File: src/rtl/fprc_pkg.sv
// Shared constants, codes and CRC function for the framed packet receiver.
package fprc_pkg;

    localparam int MAX_PAYLOAD = 128;
    localparam int CNT_W = $clog2(MAX_PAYLOAD + 1);

    localparam logic [7:0] SYNC_FIRST_RST = 8'h55;
    localparam logic [7:0] SYNC_SECOND_RST = 8'hAA;
    localparam logic [15:0] CRC_POLY = 16'h1021;
    localparam logic [15:0] CRC_INIT = 16'h0000;

    localparam logic [2:0] PH_SYNC1 = 3'd0;
    localparam logic [2:0] PH_SYNC2 = 3'd1;
    localparam logic [2:0] PH_SEQ = 3'd2;
    localparam logic [2:0] PH_LENLO = 3'd3;
    localparam logic [2:0] PH_LENHI = 3'd4;
    localparam logic [2:0] PH_DATA = 3'd5;
    localparam logic [2:0] PH_CRCHI = 3'd6;
    localparam logic [2:0] PH_CRCLO = 3'd7;

    localparam logic [1:0] ST_BYTE = 2'd0;
    localparam logic [1:0] ST_GOOD = 2'd1;
    localparam logic [1:0] ST_BAD = 2'd2;
    localparam logic [1:0] ST_LONG = 2'd3;

    localparam logic REG_SYNC_FIRST = 1'b0;
    localparam logic REG_SYNC_SECOND = 1'b1;

    typedef struct packed {
        logic [1:0] status;
        logic [7:0] byte_out;
        logic [6:0] byte_index;
        logic [7:0] frame_seq;
        logic [15:0] frame_length;
    } result_t;

    function automatic logic [15:0] crc_byte(input logic [15:0] crc, input logic [7:0] b);
        logic [15:0] c;
        c = crc ^ {b, 8'h00};
        for (int i = 0; i < 8; i++)
        begin
            if (c[15])
                c = {c[14:0], 1'b0} ^ CRC_POLY;
            else
                c = {c[14:0], 1'b0};
        end
        return c;
    endfunction

endpackage

File: src/rtl/framed_packet_receiver_crc16.sv
// Byte-serial sync-framed packet receiver with CRC-16 payload check.
//
//  channel  | handshake              | payload
//  ---------+------------------------+---------------------------------------------
//  input    | in_valid / in_ready    | byte_in
//  output   | out_valid / out_ready  | status, byte_out, byte_index, frame_seq,
//           |                        | frame_length
//  config   | psel/penable/pwrite    | paddr, pwdata, prdata (sync_first, sync_second)
//
// One byte per cycle while in_ready is high; a result appears in the cycle after
// its byte is taken. Parse state and CRC update with each taken byte; the result
// register holds one transaction; in_ready drops only while it is full and stalled.
// Reset loads the sync bytes 0x55/0xAA and returns to hunting for sync.
module framed_packet_receiver_crc16 (
    input  logic        clk,
    input  logic        rst_n,
    input  logic        in_valid,
    output logic        in_ready,
    input  logic [7:0]  byte_in,
    output logic        out_valid,
    input  logic        out_ready,
    output logic [1:0]  status,
    output logic [7:0]  byte_out,
    output logic [6:0]  byte_index,
    output logic [7:0]  frame_seq,
    output logic [15:0] frame_length,
    input  logic        psel,
    input  logic        penable,
    input  logic        pwrite,
    input  logic [2:0]  paddr,
    input  logic [31:0] pwdata,
    output logic [31:0] prdata,
    output logic        pready
);

    logic [7:0] sync_first_reg;
    logic [7:0] sync_second_reg;

    logic [2:0]  phase_reg, phase_next;
    logic [7:0]  seq_reg, seq_next;
    logic [7:0]  len_lo_reg, len_lo_next;
    logic [15:0] len_reg, len_next;
    logic [fprc_pkg::CNT_W-1:0] cnt_reg, cnt_next;
    logic [15:0] crc_reg, crc_next;
    logic [7:0]  crc_hi_reg, crc_hi_next;

    logic                  out_valid_reg;
    fprc_pkg::result_t     res_reg;
    fprc_pkg::result_t     res_next;
    logic                  res_fire;
    logic                  in_fire;
    logic                  cfg_write;
    logic [15:0]           rx_crc;
    logic [fprc_pkg::CNT_W:0] cnt_inc;

    assign pready = 1'b1;
    assign cfg_write = psel && penable && pwrite;
    assign prdata = {24'h000000,
        (paddr[2] == fprc_pkg::REG_SYNC_SECOND) ? sync_second_reg : sync_first_reg};

    always_ff @(posedge clk or negedge rst_n)
    begin
        if (!rst_n)
        begin
            sync_first_reg <= fprc_pkg::SYNC_FIRST_RST;
            sync_second_reg <= fprc_pkg::SYNC_SECOND_RST;
        end
        else if (cfg_write)
        begin
            if (paddr[2] == fprc_pkg::REG_SYNC_SECOND)
                sync_second_reg <= pwdata[7:0];
            else
                sync_first_reg <= pwdata[7:0];
        end
    end

    assign in_ready = !out_valid_reg || out_ready;
    assign in_fire = in_valid && in_ready;
    assign rx_crc = {crc_hi_reg, byte_in};
    assign cnt_inc = {1'b0, cnt_reg} + 1'b1;

    always_comb
    begin
        phase_next = phase_reg;
        seq_next = seq_reg;
        len_lo_next = len_lo_reg;
        len_next = len_reg;
        cnt_next = cnt_reg;
        crc_next = crc_reg;
        crc_hi_next = crc_hi_reg;
        res_fire = 1'b0;
        res_next.status = fprc_pkg::ST_BYTE;
        res_next.byte_out = 8'h00;
        res_next.byte_index = 7'd0;
        res_next.frame_seq = seq_reg;
        res_next.frame_length = len_reg;
        unique case (phase_reg)
            fprc_pkg::PH_SYNC1:
            begin
                phase_next = (byte_in == sync_first_reg) ? fprc_pkg::PH_SYNC2
                                                         : fprc_pkg::PH_SYNC1;
            end
            fprc_pkg::PH_SYNC2:
            begin
                phase_next = (byte_in == sync_second_reg) ? fprc_pkg::PH_SEQ
                                                          : fprc_pkg::PH_SYNC1;
            end
            fprc_pkg::PH_SEQ:
            begin
                seq_next = byte_in;
                phase_next = fprc_pkg::PH_LENLO;
            end
            fprc_pkg::PH_LENLO:
            begin
                len_lo_next = byte_in;
                phase_next = fprc_pkg::PH_LENHI;
            end
            fprc_pkg::PH_LENHI:
            begin
                len_next = {byte_in, len_lo_reg};
                cnt_next = '0;
                crc_next = fprc_pkg::CRC_INIT;
                res_next.frame_length = {byte_in, len_lo_reg};
                if ({byte_in, len_lo_reg} > 16'(fprc_pkg::MAX_PAYLOAD))
                begin
                    res_fire = 1'b1;
                    res_next.status = fprc_pkg::ST_LONG;
                    phase_next = fprc_pkg::PH_SYNC1;
                end
                else if ({byte_in, len_lo_reg} == 16'h0000)
                    phase_next = fprc_pkg::PH_CRCHI;
                else
                    phase_next = fprc_pkg::PH_DATA;
            end
            fprc_pkg::PH_DATA:
            begin
                res_fire = 1'b1;
                res_next.status = fprc_pkg::ST_BYTE;
                res_next.byte_out = byte_in;
                res_next.byte_index = 7'(cnt_reg);
                crc_next = fprc_pkg::crc_byte(crc_reg, byte_in);
                cnt_next = cnt_inc[fprc_pkg::CNT_W-1:0];
                if (16'(cnt_inc) >= len_reg)
                    phase_next = fprc_pkg::PH_CRCHI;
            end
            fprc_pkg::PH_CRCHI:
            begin
                crc_hi_next = byte_in;
                phase_next = fprc_pkg::PH_CRCLO;
            end
            fprc_pkg::PH_CRCLO:
            begin
                res_fire = 1'b1;
                res_next.status = (rx_crc == crc_reg) ? fprc_pkg::ST_GOOD
                                                      : fprc_pkg::ST_BAD;
                phase_next = fprc_pkg::PH_SYNC1;
            end
        endcase
    end

    always_ff @(posedge clk or negedge rst_n)
    begin
        if (!rst_n)
        begin
            phase_reg <= fprc_pkg::PH_SYNC1;
            seq_reg <= 8'h00;
            len_lo_reg <= 8'h00;
            len_reg <= 16'h0000;
            cnt_reg <= '0;
            crc_reg <= fprc_pkg::CRC_INIT;
            crc_hi_reg <= 8'h00;
        end
        else if (in_fire)
        begin
            phase_reg <= phase_next;
            seq_reg <= seq_next;
            len_lo_reg <= len_lo_next;
            len_reg <= len_next;
            cnt_reg <= cnt_next;
            crc_reg <= crc_next;
            crc_hi_reg <= crc_hi_next;
        end
    end

    always_ff @(posedge clk or negedge rst_n)
    begin
        if (!rst_n)
            out_valid_reg <= 1'b0;
        else if (in_fire && res_fire)
            out_valid_reg <= 1'b1;
        else if (out_ready)
            out_valid_reg <= 1'b0;
    end

    always_ff @(posedge clk)
    begin
        if (in_fire && res_fire)
            res_reg <= res_next;
    end

    assign out_valid = out_valid_reg;
    assign status = res_reg.status;
    assign byte_out = res_reg.byte_out;
    assign byte_index = res_reg.byte_index;
    assign frame_seq = res_reg.frame_seq;
    assign frame_length = res_reg.frame_length;

endmodule

File: config.mk
export PLATFORM = sky130hd
export DESIGN_NAME = framed_packet_receiver_crc16
export DESIGN_NICKNAME = d
export VERILOG_FILES = /design/src/rtl/fprc_pkg.sv /design/src/rtl/framed_packet_receiver_crc16.sv
export SDC_FILE = /design/constraint.sdc
export NUM_CORES = 1
export LEC_CHECK = 0
export CORE_MARGIN = 2
export CORE_UTILIZATION = 60
export DETAILED_ROUTE_END_ITERATION = 8
export DONT_BUFFER_PORTS = 1
export GPL_TIMING_DRIVEN = 0
export HOLD_SLACK_MARGIN = 0.12
export PLACE_DENSITY_LB_ADDON = 0.05
export SETUP_SLACK_MARGIN = 0.3
export SLEW_MARGIN = 30
export SYNTH_ARGS = -nofsm -noshare
export SYNTH_HDL_FRONTEND = slang
export SYNTH_SLANG_ARGS = --single-unit
File: constraint.sdc
create_clock -name clk -period 2.5 [get_ports clk]
set_input_delay 0.5 -clock clk [delete_from_list [all_inputs] [get_ports clk]]
set_output_delay 0.5 -clock clk [all_outputs]
set_load 0.02 [all_outputs]
* Word level (Yosys, flattened, before mapping)
Index checks and enable logic that the tools add are counted.
** Cells by class
- Add/subtract/negate cells :: 1
- Magnitude comparators :: 2
- Eq/ne operators :: 11
- Mux-type cells :: 32
- Bitwise gates (word level) :: 10
- Reduce and logical (&&, ||, !) cells :: 18
** Operators with widths (number)
- 2-to-1 mux 16 bit :: 8
- 2-to-1 mux 13 bit :: 8
- one-hot mux 16 bit (2 select lines) :: 1
- inverter 3 bit :: 8
- one-hot mux 3 bit (8 select lines) :: 1
- == test 16 bit :: 1
- == test 8 bit :: 2
- greater-or-equal comparator 9 x 16 -> 1 bit :: 1
- greater-than comparator 16 x 8 -> 1 bit (second input constant) :: 1
- logical NOT 16 bit :: 1
- one-hot mux 8 bit (2 select lines) :: 1
- XOR 16 bit :: 1
- AND reduction 2 bit :: 7
- == test 3 bit (second input constant) :: 4
- adder 8 x 1 -> 9 bit (second input constant) :: 1
- 2-to-1 mux 2 bit :: 4
- 2-to-1 mux 8 bit :: 1
- == test 3 x 2 -> 1 bit (second input constant) :: 2
- 2-to-1 mux 3 bit :: 2
- logical AND 1 bit :: 4
- 2-to-1 mux 1 bit :: 4
- one-hot mux 2 bit (2 select lines) :: 1
- nonzero test 2 bit :: 2
- == test 3 x 1 -> 1 bit (second input constant) :: 1
- 7 further kinds :: 7
** Storage, ports and cells
- Bits in registers :: 125
- Input bits :: 50
- Output and inout port bits :: 76

* Logic depth before layout (Yosys ltp)
Gate-level depths: netlist of the first run.
- Depth after elaboration :: 25
- Mapped depth :: 10
- Mapped depth without buffers :: 10

* Least setup slack after synthesis of the first run
Ideal clock, no wire load.
- Path kind :: input -> register
- Start point :: in byte_in[3]
- End point :: reg res_reg, in the netlist byte_index[0] (enable)
- Arrival time :: 2.087 ns
- Required time :: 2.097 ns
- Setup slack :: 0.010 ns
- Cell stages on the path :: 6
- Path buffers :: 1
- Cells stage by stage :: buf_2 nor4_4 nand2_1 a21oi_1 o21bai_1 and3_1
** Between the ends
- Cells in the longest elaborated chain, start to end :: 4
** Ends and longest elaborated chain
- start, declared :: line framed_packet_receiver_crc16.sv:19 : input logic [7:0] byte_in,
- greater-than comparator 16 x 8 -> 1 bit :: line framed_packet_receiver_crc16.sv:124 : if ({byte_in, len_lo_reg} > 16'(fprc_pkg::MAX_PAYLOAD))
- 2-to-1 mux 1 bit :: line framed_packet_receiver_crc16.sv:124
- one-hot mux 1 bit (2 select lines) :: line framed_packet_receiver_crc16.sv:97 : unique case (phase_reg)
- logical AND 1 bit :: line framed_packet_receiver_crc16.sv:197 : if (in_fire && res_fire)
- end signal, assigned :: line framed_packet_receiver_crc16.sv:198 : res_reg <= res_next;
- end, declared :: line framed_packet_receiver_crc16.sv:48 : fprc_pkg::result_t res_reg;
Every way passes these cells.
A chain may end at the register's enable or synchronous reset.

* Worst setup path in the final report of the first run
- Start point :: reg cnt_reg[1] (netlist bit)
- End point :: reg phase_reg[0]
** Between the ends
- Cells in the longest elaborated chain, start to end :: 4
** Ends and longest elaborated chain
- start, declared :: line framed_packet_receiver_crc16.sv:43 : logic [fprc_pkg::CNT_W-1:0] cnt_reg, cnt_next;
- start signal, assigned :: line framed_packet_receiver_crc16.sv:179 : cnt_reg <= cnt_next;
- adder 8 x 1 -> 9 bit :: line framed_packet_receiver_crc16.sv:80 : assign cnt_inc = {1'b0, cnt_reg} + 1'b1;
- greater-or-equal comparator 9 x 16 -> 1 bit :: line framed_packet_receiver_crc16.sv:143 : if (16'(cnt_inc) >= len_reg)
- != test 2 bit (no line)
- AND reduction 2 bit (no line)
- end signal, assigned :: line framed_packet_receiver_crc16.sv:165 : phase_reg <= fprc_pkg::PH_SYNC1;
- end signal, assigned :: line framed_packet_receiver_crc16.sv:175 : phase_reg <= phase_next;
- end, declared :: line framed_packet_receiver_crc16.sv:39 : logic [2:0] phase_reg, phase_next;
Every way passes these cells.

==> results of run 1 <==
==> worst max-delay path: stages, from the launching register on <==
cell and delay [ns]:
dfrtp_1 0.43, ha_4 0.18, nand3_2 0.13, xnor2_1 0.32, ha_1 0.31, nand4_1 0.10, nor2_1 0.07, a221oi_2 0.32
o22ai_2 0.14, mux2_4 0.32
==> cells by family after synthesis <==
| logic type | count (synthesis) |
|---|---|
| adders and majority gates | 10 |
| AOI/OAI and AO/OA | 58 |
| and+or+nand+nor | 128 |
| DFF | 125 |
| xor gates and xnor gates | 64 |
| muxes | 57 |
| other | 2 |
| buffers and inverters | 60 |
==> synthesized netlist by cell type (all sizes together) (2+ instances only) <==
library cell  number
nand2b             2
buf               45
nand3              7
dfrtp             76
conb               2
nor3               4
xor2              28
edfxtp            41
dfstp              8
xnor2             36
and2               3
a21oi              5
ha                10
nand4b             2
o21ai             31
nor4              10
o21a               2
nor2               5
a22o              12
and3              19
clkbuf             6
nand4              7
mux2              57
nand2             64
inv                9
nor2b              2
==> area by class of cell <==
cell class / count / area [µm²]
Inverter: 9 / 33.8
Multi-Input combinational cell: 342 / 2620
Buffer: 51 / 352
Clock inverter: 15 / 114
Fill cell: 676 / 2680
Timing Repair Buffer: 15 / 135
Tap cell: 133 / 166
Clock buffer: 17 / 414
Sequential cell: 125 / 3340
==> repair_timing <==
| item | CTS | global route |
|---|---|---|
| setup buffers | 6 | 0 |
| endpoints found under the hold margin | 96 | 85 |
| endpoints found under the setup margin | 44 | 44 |
| hold buffers | 8 | 1 |
| resized for setup | 15 | 8 |
| pin swaps | 9 | 4 |
==> metrics by stage <==
stage	hold slack, ns	area [µm²]	util	power (mW)	std cells
after floorplan	0.204	6230	-	2.71	527
after CTS	-0.345	7110	0.721	4.99	706
after global routing	-0.353	7180	0.728	5.16	707
after global placement	0.206	6400	0.649	2.79	660
after detailed placement	0.206	6400	0.649	2.81	660
final	-0.323	7180	0.728	4.97	707
==> final timing paths <==
path	from	depth (start not counted)	to	slack, ns
worst min register to register	seq_reg[6]$_DFFE_PN0P_	0	frame_seq[6]$_DFFE_PP_	0.44
worst max-delay path	cnt_reg[1]$_DFFE_PN0P_	9	phase_reg[0]$_DFFE_PN0P_	0.06
worst min-delay path	rst_n	0	crc_hi_reg[5]$_DFFE_PN0P_	-0.32
worst max register to register	cnt_reg[1]$_DFFE_PN0P_	9	phase_reg[0]$_DFFE_PN0P_	0.06
min in group clk	pwdata[6]	1	sync_first_reg[6]$_DFFE_PN1P_	0.14
max in group asynchronous	rst_n	0	sync_second_reg[3]$_DFFE_PN1P_	2.61
==> metal layers <==
layer,global-route usage,share of wire,vias up
met1,0.328,0.44,1970
met2,0.388,0.48,138
li1,-,-,1825
met4,0.0905,0.022,0
met5,0,0,-
met3,0.0605,0.058,26
==> report_power, final <==
part           internal (mW)  leakage [nW]  switching (mW)
Sequential              2.22          1.47          0.0638
Combinational          0.228          1.45           0.292
Clock                   1.23         0.259           0.941
==> flow_summary.toml, run 1 <==
[clocking]
cts_root_buf = "clkbuf_8"
cts_tree = "yes"
clk_pin_slew_ns = 0.06
htree_levels = 4
cts_made_buffers = 17
clk_path_buf_depth = 2
cts.sinks = 125
insertion_delay_ns = 0.52

[layout]
layout_common_cells = "75 x dfrtp_1, 63 x nand2_1, 56 x mux2_2, 41 x edfxtp_1, 37 x buf_4"
areaGrowthSynthToFinish_pct = 17.0
drive_gt1_frac = 0.308
nets = 621
diodes = 0
final_common_cell = "dfrtp_1"

[die]
floorplan.initialDensity = 0.622
die_area_mm2 = 0.0111
core_mm2 = 0.00986
ios = 126
die_h_um = 105
rows = 36
fp.dieW_um = 105

[critical_path]
crit_type = "reg2reg"
cp.required_ns = 2.90
end_kind = "register"
critPathArrivalTime_ns = 2.84
critPathLaunchType = "register"
worstPathMaxFanout = 4

[synthesis]
synth-compound-area-share = 0.0599
synth-main-ff-cell = "dfrtp_1"
yosysTopAreaCell = "dfrtp_1"
ys_seq_area_frac = 0.545
ys_ff_latch = 125
synth_cell_types = 50
synthTopCellsByArea = "dfrtp_1 31%, edfxtp_1 20%, mux2_2 10%"
async_flop_share = 0.672
synth.avg_cell_area_um2 = 12.2
synth-simple-area-share = 0.113
synth.area.mux_share = 0.105
synth_top_family_by_area = "simple AND/OR/NAND/NOR gates"
netlist_area_mm2 = 0.00614
netlist_instances = 504
synth-xor-area-share = 0.0938
synth_edf_count = 41
synth_warnings = 0
synth_top_area_share = 0.310
synth_fa_ha_area_frac = 0.0204

[pwr]
power_density_mw_per_mm2 = 692
ir_drop_mv = 0.438
power_leakage_nw = 3.19

[timing]
max_slew_margin = 0.627
finalSetupViolCount = 0
worst_slew_pin_slew_ns = 0.559
min_period_over_period = 0.975
finalCriticalPeriod_ns = 2.44
setup_ws_ns = 0.0628
fin_tns_setup_ns = 0
rsz0062_at_grt = "yes"
final_max_slew_viol_count = 0
hold_slack_ns = -0.323
fmax_mhz = 410
finalHoldViolCount = 84
fin_skew_ns = 0.00755

[hold_path]
hold_path.class = "in2async"

[global_route]
overflow = 0
grt_pass1_wl_um = 20600
antenna_found_initial = 0
track_usage = 0.245
grt_pass1_vias = 3978
grt_max_degree = 85

[job]
maxCapViolCount = 0

[place]
dp_hpwl_um = 8430
dp_worst_setup_slack_ns = -0.194
place_congestion = 0.871
portBuffers = 0

[detailed_routing]
wire_per_inst_um = 18.3
drt_first_pass_iters = 4
via_per_inst = 5.60
drt_iter0_markers = 214
drtAntennaViolNets = 0
vias = 3959
drt_wl_total_um = 12900
drc = 0

[outcome]
status = "finished, violations left"
failed_checks = "hold timing"
Power figures use the tool's default switching activity.
==> inputs of run 2 (changes only) <==
CAP_MARGIN = 10   (was unset)
CORE_ASPECT_RATIO = 0.6   (was unset)
CORE_UTILIZATION = 45   (was 60)
==> run 2 against run 1 <==
  * The flow still finishes with violations (hold timing)
  * Clock power rose by 26%
  * Utilization fell by 17 points
  * Global-route usage fell by 3.9 points
  * Clock skew rose by 0.0015 ns
  * First-iteration DRC count rose by 26%
  * Cell count rose by 3.8%
  * Critical path depth fell by 1
  * Sequential share of layout area fell by 0.64 points
  * Via count fell by 1.1%
  * Hold slack improved by 0.099 ns
  * Largest power group is now the clock network
  * Sequential cell count did not move
==> flow_summary.toml, run 2 (synthesis gave the netlist of run 1 again) <==
[pwr]
power_leakage_nw = 3.20
finalPower_mw = 5.54
ir_drop_mv = 0.496
power_density_mw_per_mm2 = 760

[detailed_routing]
drc = 0
via_per_inst = 5.33
wire_per_inst_um = 19.8
vias = 3915
drt_iter0_markers = 269
drt_first_pass_iters = 5
drt_wl_total_um = 14500
drtAntennaViolNets = 0

[critical_path]
path_cells = "ha_4, xor2_2, ha_1, a211oi_1, o21ai_0, a221oi_2, o22ai_2, mux2_4"
critPathLaunchType = "register"
end_kind = "register"
cp.required_ns = 2.79
path_buf_inv = 0
r2r_slack_ns = 0.07
critPathArrivalTime_ns = 2.72
critPathSlowestCell = "dfrtp_2"
cpPeakStageDelay_ns = 0.46
cp_top_family = "compound AO/OA/AOI/OAI gates"
worstPathMaxFanout = 4
crit_type = "reg2reg"

[die]
fp.dieW_um = 155
floorplan.initialDensity = 0.469
die_area_mm2 = 0.0146
core_mm2 = 0.0131
rows = 32
ios = 126
die_h_um = 94.5

[clocking]
clk_path_buf_depth = 2
cts.sinks = 125
htree_levels = 4
insertion_delay_ns = 0.42
cts_tree = "yes"
cts_made_buffers = 17
cts_root_buf = "clkbuf_16"
clk_pin_slew_ns = 0.06

[timing]
hold_slack_ns = -0.224
fin_skew_ns = 0.00908
finalSetupViolCount = 0
fmax_mhz = 412
fin_tns_setup_ns = 0
finalCriticalPeriod_ns = 2.43
worst_slew_pin_slew_ns = 0.703
rsz0062_at_grt = "yes"
min_period_over_period = 0.970
max_slew_margin = 0.527
final_max_slew_viol_count = 0
finalHoldViolCount = 84

[job]
maxCapViolCount = 0

[place]
place_congestion = 0.787
place_inst = 697
portBuffers = 0
dp_hpwl_um = 9550

[layout]
drive_gt1_frac = 0.321
areaGrowthSynthToFinish_pct = 18.8
layout_common_cells = "73 x dfrtp_1, 63 x nand2_1, 56 x mux2_2, 41 x edfxtp_1, 35 x buf_4"
final_common_cell = "dfrtp_1"
layout.cells.non_filler = 734
nets = 611
diodes = 0

[global_route]
track_usage = 0.206
overflow = 0
grt_pass1_wl_um = 22200
grt_max_degree = 85
antenna_found_initial = 0
grt_pass1_vias = 3830

[outcome]
failed_checks = "hold timing"
status = "finished, violations left"

[hold_path]
hold_path.class = "in2async"
run 2: changes by cell type in the layout (fill, tap and decap cells not counted), moves of 3 or more:
| cell | previous run | this run |
|---|---|---|
| dlygate4sd3_1 | 9 | 0 |
| bufinv_16 | 0 | 4 |
| clkinv_2 | 4 | 1 |
| inv_6 | 4 | 1 |
run 2: worst paths after layout:
kind / end / from / cells after the start
worst max-delay path: phase_reg[0]$_DFFE_PN0P_ / cnt_reg[0]$_DFFE_PN0P_ / 8
worst min-delay path: crc_hi_reg[6]$_DFFE_PN0P_ / rst_n / 0
worst max register to register: phase_reg[0]$_DFFE_PN0P_ / cnt_reg[0]$_DFFE_PN0P_ / 8
worst min register to register: frame_seq[7]$_DFFE_PP_ / seq_reg[7]$_DFFE_PN0P_ / 0
max in group asynchronous: sync_second_reg[5]$_DFFE_PN1P_ / rst_n / 0
min in group clk: sync_second_reg[3]$_DFFE_PN1P_ / pwdata[3] / 1
run 2: cell type report:
cell class	count	area, µm²
Timing Repair Buffer	4	30.0
Clock buffer	20	478
Sequential cell	125	3350
Tap cell	170	213
Buffer	51	352
Fill cell	1108	5800
Inverter	9	33.8
Multi-Input combinational cell	343	2650
Clock inverter	12	183
run 2: layer usage:
layer,part of all wire,up-vias,global-route usage
li1,-,1812,-
met1,0.52,1972,0.310
met2,0.42,120,0.292
met3,0.052,11,0.0560
met4,0.0089,0,0.0556
met5,0,-,0
run 2: where the power goes:
group | total (mW) | internal [mW] | switching [mW]
logic | 0.524 | 0.220 | 0.304
registers | 2.28 | 2.22 | 0.0629
clock network | 2.73 | 1.79 | 0.944
run 2: timing repair:
action / CTS / global route
endpoints found under the setup margin: 44 / 44
hold endpoints to repair: 84 / 84
gates resized for setup: 9 / 19
pin swaps: 1 / 10
buffers inserted: 3 / 1
cloned: 0 / 1
run 2: worst register-to-register path: stages (launching register included):
cell,delay (ns)
dfrtp_2,0.46
ha_4,0.20
xor2_2,0.19
ha_1,0.29
a211oi_1,0.23
o21ai_0,0.17
a221oi_2,0.29
o22ai_2,0.16
mux2_4,0.31
run 2: stage by stage:
stage / setup WS (ns) / instance area, µm² / hold WS, ns / utilization
4_1_cts: 0.0749 / 7170 / -0.242 / 0.548
2_1_floorplan: 0.267 / 6230 / 0.204 / -
6_report: 0.0744 / 7290 / -0.224 / 0.557
5_1_grt: 0.0182 / 7290 / -0.237 / 0.557
3_5_place_dp: -0.161 / 6440 / 0.206 / 0.492
3_3_place_gp: -0.151 / 6440 / 0.207 / 0.492
